### config.mk
export PLATFORM = sky130hd
export DESIGN_NAME = lpgf_div
export DESIGN_NICKNAME = d
export VERILOG_FILES = /design/src/sv/laser_profile_gap_fill_assert.svh /design/src/sv/lpgf_div.sv
export SDC_FILE = /design/constraint.sdc
export NUM_CORES = 1
export LEC_CHECK = 0
export BUFFER_PORTS_ARGS = -buffer_cell sky130_fd_sc_hd__buf_2
export CAP_MARGIN = 25
export CORE_MARGIN = 10
export CORE_UTILIZATION = 55
export CTS_BUF_LIST = sky130_fd_sc_hd__clkbuf_4
export CTS_CLUSTER_SIZE = 30
export DETAILED_ROUTE_END_ITERATION = 10
export PLACE_DENSITY = 0.83
export SYNTH_ARGS = -nofsm -noshare
export SYNTH_HDL_FRONTEND = slang
export SYNTH_SLANG_ARGS = --single-unit
### constraint.sdc
create_clock -name i_clk -period 5.4 [get_ports i_clk]
set_clock_uncertainty 0.15 [all_clocks]
set_input_delay 1.62 -clock i_clk [delete_from_list [all_inputs] [get_ports i_clk]]
set_output_delay 1.62 -clock i_clk [all_outputs]
set_load 0.01 [all_outputs]
### src/sv/laser_profile_gap_fill_assert.svh
// ----------------------------------------------------------------------------
// laser profile gap fill assertion macros
// concurrent assertion wrappers, compiled out when ASSERT_OFF is defined
// ----------------------------------------------------------------------------
`ifndef LASER_PROFILE_GAP_FILL_ASSERT_SVH
`define LASER_PROFILE_GAP_FILL_ASSERT_SVH

`ifndef ASSERT_OFF
`define LPGF_ASSERT(label, clk, rst_n, prop) \
    label: assert property (@(posedge clk) disable iff (!rst_n) (prop)) \
        else $error("lpgf assertion failed");
`define LPGF_ASSERT_NEVER(label, clk, rst_n, cond) \
    label: assert property (@(posedge clk) disable iff (!rst_n) !(cond)) \
        else $error("lpgf forbidden condition seen");
`else
`define LPGF_ASSERT(label, clk, rst_n, prop)
`define LPGF_ASSERT_NEVER(label, clk, rst_n, cond)
`endif

`endif

### src/sv/lpgf_div.sv
`timescale 1ns / 1ps
// ----------------------------------------------------------------------------
// lpgf_div
// restoring unsigned divider, one quotient bit per cycle
// ----------------------------------------------------------------------------
module lpgf_div #(
    parameter int NUM_W = 18,
    parameter int DEN_W = 7
) (
    input  logic             i_clk,
    input  logic             i_rst_n,
    input  logic             i_start,
    input  logic [NUM_W-1:0] i_num,
    input  logic [DEN_W-1:0] i_den,
    output logic             o_done,
    output logic [NUM_W-1:0] o_quot
);

    localparam int CNT_W = $clog2(NUM_W + 1);

    logic [DEN_W-1:0] r_rem;
    logic [NUM_W-1:0] r_q;
    logic [DEN_W-1:0] r_den;
    logic [CNT_W-1:0] r_cnt;
    logic             r_busy;
    logic             r_done;

    logic [DEN_W:0]   w_shift;
    logic             w_ge;
    logic [DEN_W:0]   w_diff;

    assign w_shift = {r_rem, r_q[NUM_W-1]};
    assign w_ge    = w_shift >= {1'b0, r_den};
    assign w_diff  = w_shift - {1'b0, r_den};

    always_ff @(posedge i_clk) begin
        if (!i_rst_n) begin
            r_busy <= 1'b0;
            r_done <= 1'b0;
            r_cnt  <= '0;
        end else if (i_start) begin
            r_busy <= 1'b1;
            r_done <= 1'b0;
            r_cnt  <= CNT_W'(NUM_W);
        end else if (r_busy) begin
            r_cnt <= r_cnt - CNT_W'(1);
            if (r_cnt == CNT_W'(1)) begin
                r_busy <= 1'b0;
                r_done <= 1'b1;
            end
        end else begin
            r_done <= 1'b0;
        end
    end

    always_ff @(posedge i_clk) begin
        if (i_start) begin
            r_rem <= '0;
            r_q   <= i_num;
            r_den <= i_den;
        end else if (r_busy) begin
            r_rem <= w_ge ? w_diff[DEN_W-1:0] : w_shift[DEN_W-1:0];
            r_q   <= {r_q[NUM_W-2:0], w_ge};
        end
    end

    assign o_done = r_done;
    assign o_quot = r_q;

endmodule

# After elaboration in Yosys (flattened, before gate mapping)
# Cells that the tools add are included.
[word_totals] rom_bits=0 mem_count=0 word_cells=24 ramBits=0 latch_bits=0 input_bits=28 register_bits=39 out_inout_bits=19
[classes] n_mul=0 order_cmp=1 add_sub_neg=2 muxes=8 n_eq_ne=1 n_reduce_logical=3 n_div=0 shift=0 bitwise_logic=2
[op_table] operator="18-bit 2-to-1 mux" count=2
[op_table] operator="5-bit 2-to-1 mux" count=2
[op_table] operator="8-bit by 7-bit >= comparator with 1-bit output" count=1
[op_table] operator="7-bit 2-to-1 mux" count=1
[op_table] operator="7-bit subtractor" count=1
[op_table] operator="5-bit by 1-bit == test with 1-bit output (second input constant)" count=1
[op_table] operator="5-bit by 1-bit subtractor with 5-bit output (second input constant)" count=1
[op_table] operator="1-bit 2-to-1 mux" count=3
[op_table] operator="3-bit OR reduction" count=1
[op_table] operator="1-bit inverter" count=2
[op_table] operator="2-bit nonzero test" count=1
[op_table] operator="2-bit OR reduction" count=1

# Logic depth before layout (Yosys ltp)
[depth] depth_word=4 ltp_mapped=7 ltp_nobuf=7

# Worst setup path after synthesis
# Ideal clock, no wire load.
[synth_timing] path_kind="in2reg" startpoint="input port i_start" endpoint="register r_q[0] (netlist: o_quot[0]) (enable)" path_stages=4 arrival_ns=2.459 setup_time_ns=0.379 path_slack_ns=2.412 t_required_ns=4.871 path_buffers=2 cell_sequence="buf_2 inv_1 clkbuf_1 nand2_1"
[synth_via] elab_chain_cells=1
[synth_rtl] item="start, declared" line_no="lpgf_div.sv:12" source="input logic i_start,"
[synth_rtl] item="2-bit nonzero test (no source line)"
[synth_rtl] item="end signal, assigned" line_no="lpgf_div.sv:59" source="r_q <= i_num;"
[synth_rtl] item="end signal, assigned" line_no="lpgf_div.sv:63" source="r_q <= {r_q[NUM_W-2:0], w_ge};"
[synth_rtl] item="end, declared" line_no="lpgf_div.sv:22" source="logic [NUM_W-1:0] r_q;"
# Every way passes these cells.
# A chain may end at the register's enable or synchronous reset.

# Worst setup path in the final report
[layout_timing] startpoint="input port i_start" endpoint="register r_q[16] (netlist: o_quot[16]) (enable)"
# The elaborated chain is that of the path after synthesis.

==> key figures <==
Logic synthesis
  • Share of the yosys chip area belonging to registers: 0.493
  • Cell types with the largest area share after synthesis: edfxtp_1, dfxtp_1, mux2_2
  • Warnings, synthesis: 0
  • Register bit count reported by yosys: 39
  • Average instance area after synthesis: 11.7 sq um
  • Area of the mapped netlist: 2090 sq um
  • Async set-reset flop share out of synthesis: 0
  • Post-synth top area share: 0.359
  • Number of nets in the synthesized netlist: 217
  • Distinct cell type count after synthesis: 50
  • Post-synthesis cell type with the largest combined area: edfxtp_1
  • Prevailing post-synth register cell: edfxtp_1
  • Number of synthesized flops with an enable pin: 25
  • Post-Syn Instances: 179

Place
  • Pre-CTS WS: 1.90 ns
  • PortBufs: 46
  • Cell count after placement: 266
  • Half-perimeter wire length after detailed placement: 3430 um
  • Final estimated routing congestion in global placement: 0.777
  • Placement-stage cell area: 2350 sq um

Clock network
  • Clock transition at the registers of the reported paths: 0.11 ns
  • Post-CTS Setup Bufs: 0
  • Clock latency on the worst-skew pair: 0.35 ns
  • Post-CTS resize count: 0
  • Clock buffers created by TritonCTS: 5
  • Cell at the root of the clock tree: clkbuf_4
  • Cts-stage hold buffer count: 0
  • Maximum clock path buffer count: 2
  • Total number of H-tree levels: 2
  • Clock sink count: 39
  • Clock tree from TritonCTS: done

Critical path
  • Maximum fanout along the worst path: 33
  • Critical path data arrival time: 2.95 ns
  • Type of element launching the critical path: primary input
  • Type of the setup path with the least slack: primary input to register
  • Data required time of the critical path: 5.23 ns
  • Element type at the critical path end: register
  • Register-to-Register Setup Slack: 3.04 ns

Flow run
  • Reported max-cap violation count: 0

Cells and area
  • Cell Count, Final, Fillers Out: 274
  • Diode insertion count for antenna repair: 0
  • Share of the core filled with cells in the final layout: 0.665
  • Design Area, Final: 2440 sq um
  • Layout overhead on the synthesized area: 16.5%
  • Fraction of layout instances using a drive strength above 1: 0.367
  • Net count reported at finish: 263

Timing
  • Worst slew margin: 0.513
  • Total count of hold-check failures in the final report: 0
  • Setup tns final: 0 ns
  • Tmin final: 3.12 ns
  • Worst hold margin: 0.319 ns
  • Peak Freq: 321 MHz
  • Max-slew violation count: 0
  • Tcrit/Tclk final: 0.577
  • Setup repair after global routing missed its margin: no
  • Min setup slack post-route: 2.28 ns
  • Final-report setup violation count: 0
  • Slew at the pin closest to its max-slew limit: 0.729 ns

GRT
  • Largest net degree at the start of global routing: 34
  • Highest-utilization routing layer at the global route stage: met2
  • Number of global-route vias before repair: 1,603
  • Global-route wire length before repair: 7670 um
  • Global routing usage on met3: 0.0404
  • Routing usage on met1: 0.175
  • Antenna violations before repair: 0
  • Global-route met2 utilization: 0.249
  • Aggregate global routing overflow: 0
  • Combined global-route utilization of all metal layers: 0.147

Die
  • Die Span X: 81.7 um
  • Die Ht: 81.7 um
  • Die Outline Area: 6670 sq um
  • Effective utilization at floorplan: 0.571
  • Std-Cell Rows: 22
  • Area of the core: 3660 sq um
  • Total I/O pin count: 47

Power and ir drop
  • Leakage: 1.07 nW
  • Power density over the cells: 288 nW/um^2
  • Worst VDD drop: 220 uV
  • Final total power: 702 uW

Route
  • First DRT Iteration DRCs: 99
  • Detailed-router iteration count before antenna repair: 4
  • Total via count after detailed routing: 1,547
  • Final ANT Viol Nets: 0
  • Total detailed-routing wirelength: 4600 um
  • Post-route DRC: 0
  • Post-DR vias/cell: 5.65
  • Detailed-route wire length per cell: 16.8 um

Outcome
  • Result of the run: complete, no violations

Hold path
  • Kind of path behind the tightest hold check: register to register
-- final timing paths --
check	cells after the start	to	start
worst max-delay path	4	o_quot[16]	i_start
worst min-delay path	2	o_done	o_done
worst max register to register	7	r_rem[3]	o_quot[17]
worst min register to register	2	o_done	o_done
-- cells in the final DEF, fill, tap and decap left out, drive strengths merged, types with 2 or more instances in the layout --
| cell type | instances |
|---|---|
| inv | 15 |
| xor2 | 2 |
| a211oi | 6 |
| o21ai | 4 |
| ha | 9 |
| nand2b | 3 |
| edfxtp | 25 |
| nor3b | 2 |
| nor3 | 4 |
| a21boi | 2 |
| a31o | 2 |
| a41oi | 2 |
| dfxtp | 14 |
| nor2 | 7 |
| nand2 | 7 |
| nor2b | 3 |
| and3 | 8 |
| o311ai | 3 |
| o31ai | 3 |
| clkbuf | 7 |
| buf | 47 |
| nand3 | 4 |
| a41o | 2 |
| xnor2 | 4 |
| or4b | 2 |
| mux2 | 18 |
| nand3b | 2 |
-- cell usage after synthesis, types with 3 or more instances --
cell / count
mux2_2: 18
dfxtp_1: 14
o31ai_1: 3
o311ai_1: 3
nor3_1: 4
edfxtp_1: 25
xnor2_1: 4
a211oi_1: 4
nand2_1: 7
buf_2: 4
nor2_1: 7
ha_1: 9
and3_1: 8
nor2b_1: 3
clkbuf_1: 4
inv_1: 14
-- layer usage --
layer | routed length, um | vias up | share of wire
met5 | 0 | - | 0
met3 | 192 | 8 | 0.042
li1 | - | 768 | -
met4 | 74 | 0 | 0.016
met1 | 1950 | 740 | 0.42
met2 | 2380 | 31 | 0.52
-- state kept, by name, indices dropped and copies added, names as in the netlist --
name    flops
r_rem       7
r_busy      1
r_den       7
o_done      1
r_cnt       5
o_quot     18
-- worst max-delay path, cell delays in order --
cell	delay, ns
buf_2	0.07
buf_4	0.35
inv_1	0.27
nand2_1	0.62
-- layout make-up --
class / instances / area, sq um
inverter: 15 / 56.3
timing repair buffer: 47 / 238
tap: 48 / 60.1
clock inverter: 1 / 30.0
sequential: 39 / 1030
clock buffer: 7 / 52.6
multi-input combinational: 117 / 968
fill: 279 / 1220
-- logic make-up after synthesis --
group                    Yosys count  synth area share
AO/OA/AOI/OAI                     33             0.133
XOR/XNOR                           6            0.0251
adder cells (fa/ha/maj)           10            0.0634
buffers and inverters             23            0.0437
flip-flops                        39             0.493
multiplexers                      18            0.0969
AND/OR/NAND/NOR                   50             0.144
-- power by group --
part	internal (mW)	switching [mW]	total (mW)
logic	0.0623	0.0734	0.136
clock network	0.108	0.0950	0.203
registers	0.347	0.0164	0.363
(Power assumes the default switching activity.)
